[config.mk]
export PLATFORM = sky130hd
export DESIGN_NAME = mqlm_front
export DESIGN_NICKNAME = d
export VERILOG_FILES = /design/src/sv/mqlm_pkg.sv /design/src/sv/mqlm_front.sv
export SDC_FILE = /design/constraint.sdc
export NUM_CORES = 1
export LEC_CHECK = 0
export ABC_AREA = 1
export BUFFER_PORTS_ARGS = -buffer_cell sky130_fd_sc_hd__buf_2
export CAP_MARGIN = 20
export CORE_UTILIZATION = 58
export CTS_BUF_LIST = sky130_fd_sc_hd__clkbuf_4
export DETAILED_ROUTE_END_ITERATION = 10
export HOLD_SLACK_MARGIN = 0.03
export PLACE_DENSITY = 0.84
export SLEW_MARGIN = 20
export SYNTH_ARGS = -nofsm -noshare
export SYNTH_HDL_FRONTEND = slang
export SYNTH_SLANG_ARGS = --single-unit
[constraint.sdc]
create_clock -name clk_i -period 3.93 [get_ports clk_i]
set_input_delay 0.393 -clock clk_i [delete_from_list [all_inputs] [get_ports clk_i]]
set_output_delay 0.393 -clock clk_i [all_outputs]
set_load 0.02 [all_outputs]
[src/sv/mqlm_pkg.sv]
package mqlm_pkg;

  localparam int NUM_QUEUES = 16;
  localparam int POOL_DEPTH = 256;
  localparam int DATA_W     = 32;
  localparam int QW         = $clog2(NUM_QUEUES);
  localparam int PW         = $clog2(POOL_DEPTH);
  localparam int FIFO_DEPTH = 2;
  localparam int FIFO_AW    = $clog2(FIFO_DEPTH);
  localparam int FIFO_CW    = $clog2(FIFO_DEPTH + 1);

  typedef logic [QW-1:0] qidx_t;
  typedef logic [PW-1:0] ptr_t;
  typedef logic [PW:0]   cnt_t;

  typedef enum logic {
    OP_ENQ,
    OP_DEQ
  } op_e;

  typedef enum logic [1:0] {
    ST_OK    = 2'd0,
    ST_EMPTY = 2'd1,
    ST_FULL  = 2'd2
  } status_e;

  typedef enum logic {
    S_LOOKUP,
    S_UPDATE
  } state_e;

  typedef struct packed {
    op_e                      op;
    qidx_t                    q;
    logic signed [DATA_W-1:0] word;
  } item_t;

  localparam logic [DATA_W-1:0] NEG_ONE = '1;

endpackage

[src/sv/mqlm_front.sv]
module mqlm_front (
  input  logic                  clk_i,
  input  logic                  rst_ni,
  input  logic                  in_valid_i,
  output logic                  in_stall_o,
  input  logic                  action_i,
  input  logic [3:0]            queue_index_i,
  input  logic signed [31:0]    value_i,
  output logic                  item_valid_o,
  output mqlm_pkg::item_t       item_o,
  input  logic                  item_pop_i
);

  mqlm_pkg::item_t                    buf_q [mqlm_pkg::FIFO_DEPTH];
  logic [mqlm_pkg::FIFO_AW-1:0]       wr_q, wr_d, rd_q, rd_d;
  logic [mqlm_pkg::FIFO_CW-1:0]       cnt_q, cnt_d;
  mqlm_pkg::item_t                    cls;
  logic                               push;

  // classify the incoming word
  always_comb begin
    cls.op   = action_i ? mqlm_pkg::OP_DEQ : mqlm_pkg::OP_ENQ;
    cls.q    = mqlm_pkg::qidx_t'(queue_index_i);
    cls.word = value_i;
  end

  assign in_stall_o   = (cnt_q == mqlm_pkg::FIFO_CW'(mqlm_pkg::FIFO_DEPTH));
  assign push         = in_valid_i && !in_stall_o;
  assign item_valid_o = (cnt_q != '0);
  assign item_o       = buf_q[rd_q];

  always_comb begin
    wr_d  = wr_q;
    rd_d  = rd_q;
    cnt_d = cnt_q;
    if (push) begin
      wr_d = wr_q + 1'b1;
    end
    if (item_pop_i) begin
      rd_d = rd_q + 1'b1;
    end
    if (push && !item_pop_i) begin
      cnt_d = cnt_q + 1'b1;
    end else if (!push && item_pop_i) begin
      cnt_d = cnt_q - 1'b1;
    end
  end

  always_ff @(posedge clk_i or negedge rst_ni) begin
    if (!rst_ni) begin
      wr_q  <= '0;
      rd_q  <= '0;
      cnt_q <= '0;
    end else begin
      wr_q  <= wr_d;
      rd_q  <= rd_d;
      cnt_q <= cnt_d;
    end
  end

  always_ff @(posedge clk_i) begin
    if (push) begin
      buf_q[wr_q] <= cls;
    end
  end

endmodule

==> results of run 1 <==
[power by group]
group	switching [mW]	leakage, nW	internal, mW	total (mW)
clock network	0.244	0.0657	0.140	0.384
logic	0.479	0.640	0.407	0.886
registers	0.137	0.735	1.13	1.27
[routing by layer]
metal,up-vias,GRT usage [%]
met2,46,28.6
met1,719,19.8
li1,724,-
met5,-,0
met4,0,7.48
met3,6,5.21
[worst max path at each step]
| stage | startpoint | end | slack [ns] | cells after the start |
|---|---|---|---|---|
| after global routing | rd_q | item_o[14] | 1.42 | 2 |
| after CTS | rd_q | item_o[26] | 1.48 | 2 |
| after floorplan | cnt_q[1] | buf_q[1][0] | 1.38 | 3 |
| after global placement | in_valid_i | buf_q[0][4] | 1.87 | 6 |
| final | rd_q | item_o[36] | 1.52 | 2 |
| after detailed placement | cnt_q[1] | buf_q[0][3] | 1.83 | 6 |
[sequential cells by signal (all words and copies together) (netlist names)]
signal  cells
cnt_q       2
rd_q        1
wr_q        1
buf_q      74
[stage by stage]
step                hold slack [ns]  area (µm²)  total power, mW
floorplan                    0.0974        2970             1.94
finish                        0.189        3550             2.54
global placement              0.203        3430             2.17
CTS                           0.167        3550             2.57
global route                  0.158        3550             2.67
detailed placement            0.207        3430             2.19
[worst register-to-register path, stage by stage (launching register included)]
cell and delay (ns):
dfrtp_1 0.40, inv_1 0.11, nor2_1 0.06, nor2_1 0.13, nand2_1 0.08, inv_1 0.61, buf_4 0.39
[cell usage in the layout, fill, tap and decap left out, drive strengths merged, types with 3 or more instances in the layout]
cell    instances
buf            80
clkbuf         11
clkinv          5
dfrtp           4
edfxtp         74
inv             8
mux2           37
nand2           8
nor2            3
[timing repair]
item | 4_1_cts | 5_1_grt
endpoints found under the hold margin | 4 | 0
resized for setup | 0 | 0
hold buffers | 1 | 0
[layout make-up]
type | count | area share [%]
multi-input cells | 54 | 16.5
clock inverters | 5 | 0.741
flip-flops and latches | 78 | 65.5
clock buffers | 11 | 2.33
inverters | 8 | 0.847
well taps | 67 | 2.36
repair buffers | 81 | 11.6
[kinds of logic (layout without fill, tap and decap cells)]
kind of cell	Yosys count	after routing	share of synthesized area, %
AO/OA/AOI/OAI	1	1	0.168
XOR/XNOR	2	2	0.590
adder cells (fa/ha/maj)	1	1	0.421
buffers and inverters	12	105	2.32
flip-flops	78	78	78.2
multiplexers	37	37	16.6
AND/OR/NAND/NOR	13	13	1.77
==> results by group, run 1 <==
Yosys
  • Post-synth EDFFs: 74
  • Ys flop type: edfxtp_1
  • Avg Cell Area, Syn: just over 20 µm²
  • Async SR Flop Fraction: about 5.1%
  • Yosys cell types: 15
  • Syn nets: approximately 190
  • Post-synthesis sequential area ratio: approximately 80%
  • Synth area leaders: edfxtp_1 75%, mux2_4 10%, mux2_2 6.4%, dfrtp_1 3.4%, buf_6 1.1%
  • Yosys reg bits: a little under 80
  • Post-Syn Area: roughly 3000 µm²
  • Most common cell in the netlist: edfxtp_1
  • Dominant cell type by area after synthesis: edfxtp_1
  • Synth Instances: 144
  • Yosys synthesis warning count: 0
  • Post-synth top area share: ~75%
  • Most common library cells after synthesis: 74 x edfxtp_1, 20 x mux2_4, 17 x mux2_2, 8 x inv_1, 8 x nand2_1

CTS
  • Clk_lat worst skew: 0.38 ns
  • CTS sink cnt: 78
  • CTS tree: built
  • Post-CTS Setup Inserts: 0
  • Maximum root-to-sink buffer count: 2
  • Clk root buf: clkbuf_4
  • CTS Buf Count: 9
  • Worst-path clk slew: about 0.11 ns
  • H-tree levels: 3

Placed design
  • Placement Setup Slack: approximately 1.8 ns
  • Global placement routability congestion: around 0.7
  • Dpl cells: roughly 290
  • HPWL Detailed: approximately 3000 µm
  • # port buffers: 79

Worst setup path
  • FF-to-FF Start: cnt_q[1]
  • Buf/Inv on CP: 1
  • Critical Path AT: about 2.0 ns
  • R2r endpoint: buf_q[0][26]
  • CP Cell Sequence: mux2_2 > buf_2
  • CP max stage delay: roughly 1.1 ns
  • CP endpoint kind: output port
  • Reg2reg path depth: 6
  • Worst Path Required: around 3.5 ns
  • CP top delay family: flip-flops
  • R2R setup slack: around 1.8 ns
  • Slowest library cell on the worst path: dfrtp_2
  • Crit path kind: register to output port
  • Worst Path Max Fanout: 38
  • CP Launch Type: register

Timing
  • Layout Skew: between 0.01 and 0.015 ns
  • Slew Limit Fails: 0
  • Relative slew margins: between 20 and 30%
  • Final Cycle Share: between 60 and 70%
  • Setup violations, final: 0
  • Sum Neg Setup Slack: 0 ns
  • Min setup slack post-route: between 1.5 and 2 ns
  • RSZ-0062 raised after global routing: no
  • Tmin final: 2.41 ns
  • Final hold vios: 0
  • Worst Tran Pin Value: roughly 1.1 ns
  • Fmax: approximately 410 MHz

Min path
  • Worst Hold Path EP: buf_q[1][11]
  • Hold path depth: 1
  • Min-delay worst type: input pin to register
  • Hold Crit Start: value_i[11]

Floorplanning
  • Die ar.: approximately 5400 µm²
  • Top-level I/O count: 80
  • Cell row count: 25
  • Die height: roughly 74 µm
  • Core footprint: just under 5000 µm²
  • Starting Density: 61.7%
  • Die width: 73.6 µm

Global routing
  • Vias in the first global route: roughly 1500
  • First-pass GRT wire length: ~6500 µm
  • Largest net degree at the start of global routing: 39
  • Initial antenna violation count: 0
  • Total congestion overflow: 0
  • GRT Overall Usage: 16.9%

Drt
  • Drt pass-1 iters: 4
  • Highest metal used: met4
  • DR WL/cell: 14.4 µm
  • Detailed Route Iter0 Violations: about 70
  • Met2 routed WL: ~2400 µm
  • Total wire length: ~4400 µm
  • WL met1: 1760 µm
  • DR WL met3: roughly 190 µm
  • Drt drc: 0
  • Vias/cell: just under 5
  • Post-route ant nets: 0
  • Routed vias: 1495

Layout
  • Filler cells: ~320
  • FF/Latch Area: 2320 µm²
  • Layout cells sized above 1: a little under three fifths
  • # nets final: between 200 and 300
  • Non-Filler Instances: 304
  • Final Util: 73.6%
  • Antenna diode count: 0
  • Layout area overhead: 19.4%
  • Footprint of the multi-input gates: roughly 590 µm²

Job
  • Max-Cap Viols: 0

Status
  • Outcome: completed

Power
  • Pwr dens: approximately 700 nW/µm²
  • Cell leakage power: about 1.4 nW
  • IR drop worst, VDD: 519 µV
Power figures use the tool's default switching activity.
==> run 2: changes to the inputs <==
--- a/config.mk
+++ b/config.mk
@@ -5,14 +5,14 @@
 export SDC_FILE = /design/constraint.sdc
 export NUM_CORES = 1
 export LEC_CHECK = 0
-export ABC_AREA = 1
+export ABC_AREA = 0
 export BUFFER_PORTS_ARGS = -buffer_cell sky130_fd_sc_hd__buf_2
 export CAP_MARGIN = 20
-export CORE_UTILIZATION = 58
+export CORE_UTILIZATION = 49
 export CTS_BUF_LIST = sky130_fd_sc_hd__clkbuf_4
 export DETAILED_ROUTE_END_ITERATION = 10
 export HOLD_SLACK_MARGIN = 0.03
-export PLACE_DENSITY = 0.84
+export PLACE_DENSITY = 0.75
 export SLEW_MARGIN = 20
 export SYNTH_ARGS = -nofsm -noshare
 export SYNTH_HDL_FRONTEND = slang
==> constraint.sdc (replaced) <==
create_clock -name clk_i -period 2.2 [get_ports clk_i]
set_input_delay 0.22 -clock clk_i [delete_from_list [all_inputs] [get_ports clk_i]]
set_output_delay 0.22 -clock clk_i [all_outputs]
set_load 0.02 [all_outputs]
==> run 2 against run 1 <==
Net effect:
- hold slack worse by 0.033 ns
- synthesized cell count is 6.9% lower
- global-route usage is 0.30 points higher
- area after synthesis is 0.67% lower
- critical endpoint is now item_o[13]
- largest power group unchanged
==> results by group, run 2 <==
Status
  • Outcome: completed

Worst setup path
  • FF-to-FF Start: cnt_q[0]
  • CP endpoint kind: output port
  • CP top delay family: flip-flops
  • CP Launch Type: register
  • Slowest library cell on the worst path: dfrtp_2
  • Worst Path Max Fanout: 22 (-42%)
  • Crit path kind: register to output port
  • CP Cell Sequence: buf_12 > mux2_2 > buf_2
  • Reg2reg path depth: 7 (+1)
  • Buf/Inv on CP: 2 (+1)
  • Critical Path AT: 1.87 ns (-0.15 ns)
  • Worst Path Required: 1.98 ns (-1.56 ns)
  • R2r endpoint: cnt_q[1]
  • CP max stage delay: 0.68 ns (-0.37 ns)
  • R2R setup slack: 0.63 ns (-1.20 ns)

Yosys
  • Most common library cells after synthesis: 74 x edfxtp_1, 20 x mux2_4, 17 x mux2_2, 4 x dfrtp_1
  • Ys flop type: edfxtp_1
  • Avg Cell Area, Syn: 22.0 µm² (+6.7%)
  • Yosys cell types: 15 (unchanged)
  • Yosys synthesis warning count: 0 (unchanged)
  • Syn nets: 176 (-5.4%)
  • Post-synthesis sequential area ratio: 78.7% (+0.53 points)
  • Post-Syn Area: 2950 µm² (-0.67%)
  • Synth area leaders: edfxtp_1 75%, mux2_4 10%, mux2_2 6.5%, dfrtp_1 3.4%, buf_6 1.1%
  • Most common cell in the netlist: edfxtp_1
  • Post-synth EDFFs: 74 (unchanged)
  • Post-synth top area share: 75.3% (+0.51 points)
  • Synth Instances: 134 (-6.9%)
  • Dominant cell type by area after synthesis: edfxtp_1
  • Async SR Flop Fraction: 5.13% (unchanged)
  • Yosys reg bits: 78 (unchanged)

Timing
  • Sum Neg Setup Slack: 0 ns (unchanged)
  • Relative slew margins: 69.3% (+40 points)
  • Worst Tran Pin Value: 0.460 ns (-0.594 ns)
  • Final hold vios: 0 (unchanged)
  • Slew Limit Fails: 0 (unchanged)
  • Setup violations, final: 0 (unchanged)
  • Fmax: between 400 and 500 MHz
  • Layout Skew: 0.0142 ns (+0.00362 ns)
  • Final Cycle Share: 95.1%
  • RSZ-0062 raised after global routing: no
  • Tmin final: roughly 2.1 ns

Power
  • Cell leakage power: 1.62 nW (+12%)
  • IR drop worst, VDD: 844 µV (+63%)
  • PnR Total Power: 4.96 mW (+95%)
  • Pwr dens: 1230 nW/µm² (+72%)

CTS
  • CTS tree: built
  • CTS Buf Count: 9 (unchanged)
  • CTS sink cnt: 78 (unchanged)
  • Maximum root-to-sink buffer count: 2 (unchanged)
  • Clk_lat worst skew: 0.39 ns (about the same)
  • H-tree levels: 3 (unchanged)
  • Worst-path clk slew: 0.12 ns (about the same)
  • Clk root buf: clkbuf_4

Layout
  • Top flop regs: buf_q: 74 flops, cnt_q: 2 flops
  • Antenna diode count: 0 (unchanged)
  • Max FFs per register: 74 (unchanged)
  • Most frequent cells in the layout: 79 x buf_2, 74 x edfxtp_1, 39 x dlygate4sd3_1
  • FF/Latch Area: 2320 µm² (unchanged)
  • Filler cells: 370 (+15%)
  • # nets final: 304 (+11%)
  • Top reg by flops: buf_q
  • Layout cells sized above 1: 52.1% (-4.1 points)
  • Layout area overhead: 36.3%
  • Footprint of the multi-input gates: 587 µm² (unchanged)
  • Commonest non-fill, non-tap cell in the layout: buf_2

Global routing
  • Vias in the first global route: 1659 (+14%)
  • Initial antenna violation count: 0 (unchanged)
  • GRT Overall Usage: 17.2% (+0.30 points)
  • First-pass GRT wire length: 7730 µm (+19%)
  • Total congestion overflow: 0 (unchanged)
  • Largest net degree at the start of global routing: 38 (-2.6%)

Placed design
  • HPWL Detailed: 2860 µm (-3.5%)
  • # port buffers: 79 (unchanged)
  • Global placement routability congestion: 0.706 (+1.0%)

Drt
  • Drt drc: 0 (unchanged)
  • DR WL/cell: 14.8 µm (+3.2%)
  • Total wire length: 5030 µm (+15%)
  • Vias/cell: 4.76 (-3.3%)
  • Post-route ant nets: 0 (unchanged)
  • Routed vias: 1612 (+7.8%)
  • Detailed Route Iter0 Violations: 53 (-25%)
  • Drt pass-1 iters: 4 (unchanged)

Job
  • Max-Cap Viols: 0 (unchanged)

Min path
  • Min-delay worst type: input pin to async pin

Floorplanning
  • Die width: 79.6 µm (+8.2%)
  • Die ar.: 6340 µm² (+17%)
  • Top-level I/O count: 80 (unchanged)
  • Starting Density: 52.3% (-9.4 points)
  • Cell row count: 27 (+8.0%)
  • Core footprint: 5640 µm² (+17%)
  • Die height: 79.6 µm (+8.2%)
-- run 2: through the flow --
| stage | cells | hold slack (ns) | instance area, µm² | worst slack (ns) | util [%] |
|---|---|---|---|---|---|
| finish | 339 | 0.155 | 4020 | 0.107 | 71.3 |
| CTS | 339 | 0.121 | 4020 | 0.0807 | 71.3 |
| global placement | 284 | 0.0367 | 3470 | 0.550 | 61.5 |
| detailed placement | 284 | 0.0377 | 3470 | 0.544 | 61.5 |
| global route | 339 | 0.117 | 4020 | 0.0112 | 71.3 |
| floorplan | 134 | -0.0756 | 2950 | 0.195 | - |
-- run 2: layout make-up --
| class | count | area share [%] |
|---|---|---|
| clock inverter | 5 | 2.05 |
| tap | 72 | 2.24 |
| clock buffer | 11 | 2.05 |
| timing repair buffer | 121 | 21.0 |
| inverter | 3 | 0.280 |
| multi-input combinational | 49 | 14.6 |
| sequential | 78 | 57.8 |
-- run 2: logic make-up after synthesis --
family	synth area share, %
buf+inv	1.70
simple gates	1.02
mux	16.7
fa+ha+maj	0.424
flops	78.7
xor+xnor	1.48
-- run 2: worst max-delay path by stage --
stage | cells past startpoint | start | slack [ns] | to
final | 3 | rd_q | 0.11 | item_o[13]
after global routing | 3 | rd_q | 0.01 | item_o[13]
after floorplan | 3 | cnt_q[0] | 0.19 | buf_q[0][0]
after global placement | 3 | rd_q | 0.55 | item_o[13]
after detailed placement | 3 | rd_q | 0.54 | item_o[13]
after CTS | 3 | rd_q | 0.08 | item_o[13]
-- run 2: layer usage --
| layer | vias up | global-route usage (%) | routed length [µm] |
|---|---|---|---|
| li1 | 774 | - | - |
| met1 | 769 | 19.1 | 2010 |
| met2 | 61 | 30.4 | 2610 |
| met3 | 8 | 6.29 | 330 |
| met4 | 0 | 5.45 | 80 |
| met5 | - | 0 | 0 |
-- run 2: report_power, final --
group	internal (mW)	switching [mW]
Sequential	2.03	0.173
Combinational	0.847	0.959
Clock	0.492	0.462
-- run 2: repair_timing --
item | in CTS | in global routing
resized for setup | 0 | 0
setup buffers | 0 | 0
hold buffers | 39 | 0
hold endpoints to repair | 79 | 0
